File: src/hw/rtl/hex_text_message_queue_framer_assert.svh
// assertion macros for the hex text message queue framer
`ifndef HEX_TEXT_MESSAGE_QUEUE_FRAMER_ASSERT_SVH
`define HEX_TEXT_MESSAGE_QUEUE_FRAMER_ASSERT_SVH

// property must hold at every clock edge out of reset
`define HTMQF_ASSERT(lbl, prop, msg) \
  lbl: assert property (@(posedge clk_i) disable iff (!rst_ni) (prop)) else $error(msg);

// expression must never be true
`define HTMQF_ASSERT_NEVER(lbl, expr, msg) \
  `HTMQF_ASSERT(lbl, !(expr), msg)

`endif

File: src/hw/rtl/htmqf_pkg.sv
// shared types, constants and helper functions of the hex text message queue framer
package htmqf_pkg;

  localparam int unsigned IDX_W = 6;

  localparam logic [7:0] CH_SPACE   = 8'h20;
  localparam logic [7:0] CH_NEWLINE = 8'h0A;
  localparam logic [7:0] CH_ZERO    = 8'h30;
  localparam logic [7:0] CH_NINE    = 8'h39;
  localparam logic [7:0] CH_UPPER_A = 8'h41;
  localparam logic [7:0] CH_UPPER_F = 8'h46;

  localparam logic [7:0]       SEQ_FLAG  = 8'h40;
  localparam logic [7:0]       LEN_CLAMP = 8'd32;
  localparam logic [IDX_W-1:0] IDX_FIRST = IDX_W'(0);
  localparam logic [IDX_W-1:0] IDX_SEQ   = IDX_W'(4);
  localparam logic [IDX_W-1:0] IDX_LEN   = IDX_W'(7);
  localparam logic [IDX_W-1:0] LEN_BIAS  = IDX_W'(7);
  localparam logic [IDX_W-1:0] IDLE_LAST = IDX_W'(8);

  typedef struct packed {
    logic clear_step;
    logic take_char;
    logic frame_begin;
    logic len_load;
    logic stream_step;
    logic sum_emit;
  } cmd_t;

  typedef struct packed {
    logic clear_done;
    logic queue_empty;
    logic stream_last;
  } stat_t;

  function automatic logic [3:0] hex_nibble(logic [7:0] ch);
    logic [7:0] diff;
    diff = 8'h00;
    if (ch >= CH_ZERO && ch <= CH_NINE) begin
      diff = ch - CH_ZERO;
    end else if (ch >= CH_UPPER_A && ch <= CH_UPPER_F) begin
      diff = ch - CH_UPPER_A + 8'd10;
    end
    return diff[3:0];
  endfunction

  // idle frame bytes; the sequence byte is filled in by the datapath
  function automatic logic [7:0] idle_byte(logic [3:0] idx);
    logic [7:0] b;
    case (idx)
      4'd0:    b = 8'h00;
      4'd1:    b = 8'h07;
      4'd2:    b = 8'h1E;
      4'd3:    b = 8'hFB;
      4'd5:    b = 8'h40;
      4'd6:    b = 8'h00;
      4'd7:    b = 8'h01;
      4'd8:    b = 8'h08;
      default: b = 8'h00;
    endcase
    return b;
  endfunction

endpackage

File: src/hw/rtl/htmqf_ctrl.sv
// controller state machine of the hex text message queue framer
module htmqf_ctrl (
  input  logic                 clk_i,
  input  logic                 rst_ni,
  input  logic                 start,
  input  logic                 kind_i,
  input  htmqf_pkg::stat_t     stat_i,
  output htmqf_pkg::cmd_t      cmd_o,
  output logic                 busy,
  output logic                 result_strobe_o
);
  import htmqf_pkg::*;

  localparam logic [2:0] ST_CLEAR  = 3'd0;
  localparam logic [2:0] ST_IDLE   = 3'd1;
  localparam logic [2:0] ST_LEN    = 3'd2;
  localparam logic [2:0] ST_STREAM = 3'd3;
  localparam logic [2:0] ST_SUM    = 3'd4;

  logic [2:0] state_q, state_d;
  cmd_t       cmd;

  always_comb begin
    state_d = state_q;
    cmd     = '0;
    case (state_q)
      ST_CLEAR: begin
        cmd.clear_step = 1'b1;
        if (stat_i.clear_done) begin
          state_d = ST_IDLE;
        end
      end
      ST_IDLE: begin
        if (start) begin
          if (kind_i) begin
            cmd.frame_begin = 1'b1;
            state_d = stat_i.queue_empty ? ST_STREAM : ST_LEN;
          end else begin
            cmd.take_char = 1'b1;
          end
        end
      end
      ST_LEN: begin
        cmd.len_load = 1'b1;
        state_d = ST_STREAM;
      end
      ST_STREAM: begin
        cmd.stream_step = 1'b1;
        if (stat_i.stream_last) begin
          state_d = ST_SUM;
        end
      end
      ST_SUM: begin
        cmd.sum_emit = 1'b1;
        state_d = ST_IDLE;
      end
      default: begin
        state_d = ST_IDLE;
      end
    endcase
  end

  always_ff @(posedge clk_i or negedge rst_ni) begin
    if (!rst_ni) begin
      state_q <= ST_CLEAR;
    end else begin
      state_q <= state_d;
    end
  end

  assign cmd_o           = cmd;
  assign busy            = (state_q != ST_IDLE);
  assign result_strobe_o = cmd.stream_step | cmd.sum_emit;

endmodule

File: config.mk
export PLATFORM = sky130hd
export DESIGN_NAME = htmqf_ctrl
export DESIGN_NICKNAME = d
export VERILOG_FILES = /design/src/hw/rtl/hex_text_message_queue_framer_assert.svh /design/src/hw/rtl/htmqf_pkg.sv /design/src/hw/rtl/htmqf_ctrl.sv
export SDC_FILE = /design/constraint.sdc
export NUM_CORES = 1
export LEC_CHECK = 0
export BUFFER_PORTS_ARGS = -buffer_cell sky130_fd_sc_hd__buf_4
export CAP_MARGIN = 20
export CORE_AREA = 2 2 39 41
export DETAILED_ROUTE_END_ITERATION = 8
export DIE_AREA = 0 0 41 43
export HOLD_SLACK_MARGIN = 0.02
export PLACE_DENSITY = 0.4
export SLEW_MARGIN = 30
export SYNTH_ARGS = -nofsm -noshare
export SYNTH_HDL_FRONTEND = slang
export SYNTH_SLANG_ARGS = --single-unit
File: constraint.sdc
create_clock -name clk_i -period 3.45 [get_ports clk_i]
set_input_delay 0 -clock clk_i [delete_from_list [all_inputs] [get_ports clk_i]]
set_output_delay 0 -clock clk_i [all_outputs]
set_load 0.005 [all_outputs]
; Word-level counts from Yosys, hierarchy flattened
; Cells that the tools add are included.
[op_classes]
bitwise_logic = 1
n_reduce_logical = 2
muxes = 14
n_eq_ne = 9
[ops]
columns = op, count
row1 = $mux W3, 4
row2 = $pmux W3 S4, 1
row3 = $ne A2 B2 Y1 const B, 4
row4 = $mux W1, 7
row5 = $eq A3 B2 Y1 const B, 2
row6 = $mux W2, 2
row7 = $reduce_and A4 Y1, 1
row8 = $eq A3 B1 Y1 const B, 1
row9 = $eq A3 B3 Y1 const B, 1
row10 = $logic_not A3 Y1, 1
row11 = $ne A3 B1 Y1 const B, 1
row12 = $or A1 B1 Y1, 1
[totals]
ff_bits = 3
in_bits = 7
out_inout_bits = 8

; Longest topological paths before layout
[logic_depth]
ltp_word = 4
mapped_depth = 4

; Worst setup path before layout
; No wires, ideal clock.
[synth_path]
path_kind = reg2reg
startpoint = register state_q[1]
endpoint = register state_q[0]
setup_ps = 125
required_time_ps = 3325
slack_ps = 2134
arrival_time_ps = 1191
path_stages_with_launch = 4
n_path_buf = 0
period_less_slack_ps = 1316
path_cell_list = dfrtp_1 -> or3b_4 -> a2bb2oi_1 -> mux2_4
[synth_between]
elab_chain_len = 3
word_cells_on_any_way = 10
cone_classes = 7 x eq/ne / 1 x mux / 2 x reduce/logical
[synth_rtl]
columns = element, line
row1 = from (decl), htmqf_ctrl.sv:20  ; logic [2:0] state_q, state_d;
row2 = from (signal assigned), htmqf_ctrl.sv:67  ; state_q <= state_d;
row3 = "$eq A3 B2 Y1, or another cell as far along", htmqf_ctrl.sv:26  ; case (state_q)
row4 = $ne A2 B2 Y1 (no source line), -
row5 = $reduce_and A4 Y1 (no source line), -
; Parallel ways exist; a longest one is shown, timed or not.
; A chain may end at the register's enable or synchronous reset.

==> metrics.cfg <==
[yosys]
synthCells=23
synth.distinct_cells=15
syn_nets=30
synth_area_leader_cell=dfrtp_1
yosys_warnings=0
synth_top_area_share_pct=34.29
synth-async-reset-ratio_pct=100.0
synthTopCellsByArea=dfrtp_1 (34%), nand3_1 (6.9%), mux2_4 (6.9%), nor3b_1 (6.9%), and2_1 (5.7%)
yosys-top-cells-count=dfrtp_1 (3), nand3_1 (3), nor2_1 (3)
ys.flop_type=dfrtp_1
synth-seq-cells=3
synth_enable_flop_cells=0
syn_area_per_cell_um2=9.520
synth_seq_area_share_pct=34.29
synth_area_um2=219.0

[clocking]
h-tree-depth=1
cts_tree=done
cts_buffer_depth=2
clkTransAtPathRegs_ns=0.04
numCtsBuffers=3
clkSinkCount=3
postCtsSetupBuffers=0
root_buffer=clkbuf_4
clk_latency_ns=0.23

[setup_path]
end_kind=output pin
regToRegSetupSlack_ns=2.04
worstPathCellList=or3b_4 -> nor3b_1 -> buf_4
crit_fanout=10
r2r-end=state_q[0]$_DFFE_PN0P_
reg2regPathDepth=3
crit_path_start_kind=flop
critPathMaxStageDelay_ns=0.48
slowest_stage=dfrtp_1
crit_type=reg2out
worst_ep_arrival_time_ns=1.46
worst-path-stages=3
cp.required_ns=3.45
crit_buf_inv=1
critPathTopFamily=simple AND/OR/NAND/NOR gates
r2r_start=state_q[0]$_DFFE_PN0P_

[global_routing]
grt_max_degree=11
overflow=0
antenna_found_initial=0
grt.total_usage_pct=7.638
first_global_vias=233
grt_pass1_wl_um=855

[die]
die_width_um=41
start_util_pct=15.82
dieArea_um2=1763
io_pins=15
die_h_um=43
core-area_um2=1384
rows=14

[run_status]
status=finished, final reports clean

[power]
p_switching_mw=0.09873
worst_ir_drop_vdd_mv=0.2513
power.leakage_nw=0.1857
sw_frac_of_total_pct=33.14
power_frac_comb_pct=53.5
p_clk_share_pct=20.5
power_mw=0.2980
power_density_nw_per_um2=785.9
p_int_mw=0.1992
seqPwrFrac_pct=26.0

[final_layout]
final_cells=58
nNetsFinal=50
largestRegisters=state_q (3)
num_antenna_cells=0
drive_gt1_share_pct=52.38
seq_area_um2=75.07
regMostFlops=state_q
largest_reg_flops=3
post-route-util_pct=27.40
syn2layout_area_growth_pct=73.14
multi_input_comb_area_um2=132.6
final_area_um2=379.1
fillers=148

[sta]
drv_slew=0
rsz0062_at_grt=false
tightest_slew_ns=0.2627
fin_crit_ns=1.465
finalSetupTns_ns=0
skew_ns=0.004207
hold_violations=0
setup-violations-final=0
timing.fmax_mhz=682.7
post-route-period-util_pct=42.45
relSlewSlack_pct=82.48

[routing]
dr.pass1.iters=1
wire_per_inst_um=9.603
vias=238
antenna_left=0
drc=0
via_per_inst=4.103
drtIter0Drc=0
finalWirelength_um=557

[placement]
place_congestion=0.6567
portBuffers=14
dp.cells=52
dpl.hpwl_um=431.5
placed_area_um2=332.8

[run]
maxCapViolCount=0

[min_path]
worst_hold_path_type=in2async

## how the worst max path moves through the flow
stage	slack [ns]	to	startpoint
finish	1.99	cmd_o[4]	state_q[0]$_DFFE_PN0P_
global route	1.86	cmd_o[4]	state_q[0]$_DFFE_PN0P_
CTS	1.96	cmd_o[4]	state_q[0]$_DFFE_PN0P_
detailed placement	2.04	state_q[0]$_DFFE_PN0P_	state_q[0]$_DFFE_PN0P_
global placement	2.08	state_q[0]$_DFFE_PN0P_	state_q[0]$_DFFE_PN0P_
floorplan	2.13	state_q[0]$_DFFE_PN0P_	state_q[1]$_DFFE_PN0P_
## cell families (layout without fill, tap and decap cells)
family                 count (synthesis)  after routing  synth area share (%)
buffers and inverters                  1             20                 5.142
AOI/OAI and AO/OA                      1              1                 4.001
muxes                                  1              1                 6.855
and+or+nand+nor                       17             17                 49.71
DFF                                    3              3                 34.28
## metal layers
| metal | vias up | GRT usage, % | part of all wire (%) |
|---|---|---|---|
| li1 | 121 | - | - |
| met1 | 105 | 8.387 | 43 |
| met2 | 12 | 10.00 | 44 |
| met3 | 0 | 4.712 | 13 |
| met4 | 0 | 6.000 | 0 |
| met5 | - | 0 | 0 |
## power by group through the flow
| stage | clock network, mW | logic [mW] | registers, mW |
|---|---|---|---|
| after floorplan | 0 | 0.112 | 0.0632 |
| after global placement | 0 | 0.160 | 0.0758 |
| after detailed placement | 0 | 0.159 | 0.0773 |
| after CTS | 0.0646 | 0.163 | 0.0769 |
| after global routing | 0.0673 | 0.174 | 0.0810 |
| final | 0.0610 | 0.160 | 0.0774 |
## per-stage QoR
step,worst slack [ns],hold slack (ns)
6_report,1.985,0.09324
3_3_place_gp,2.078,-0.2076
2_1_floorplan,2.134,-0.2956
3_5_place_dp,2.039,-0.2080
5_1_grt,1.865,0.09491
4_1_cts,1.964,0.09148
## cells in the final DEF, fill, tap and decap left out, types with 2 or more instances in the layout
master         instances
buf_4                 14
nor2_1                 3
nand3_1                3
clkbuf_4               3
dfrtp_1                3
nor3b_1                2
and2_1                 2
dlygate4sd3_1          2
## area by class of cell
class                   count  area share, %
multi-input cells          19          34.98
well taps                  16          5.281
clock buffers               4          6.931
repair buffers             16          33.00
flip-flops and latches      3          19.80
## what timing repair did
| action | in CTS | in global routing |
|---|---|---|
| hold endpoints to repair | 4 | 0 |
| hold buffers | 2 | 0 |
| gates resized for setup | 0 | 0 |
Note: power is estimated with default switching activity, not from simulation.
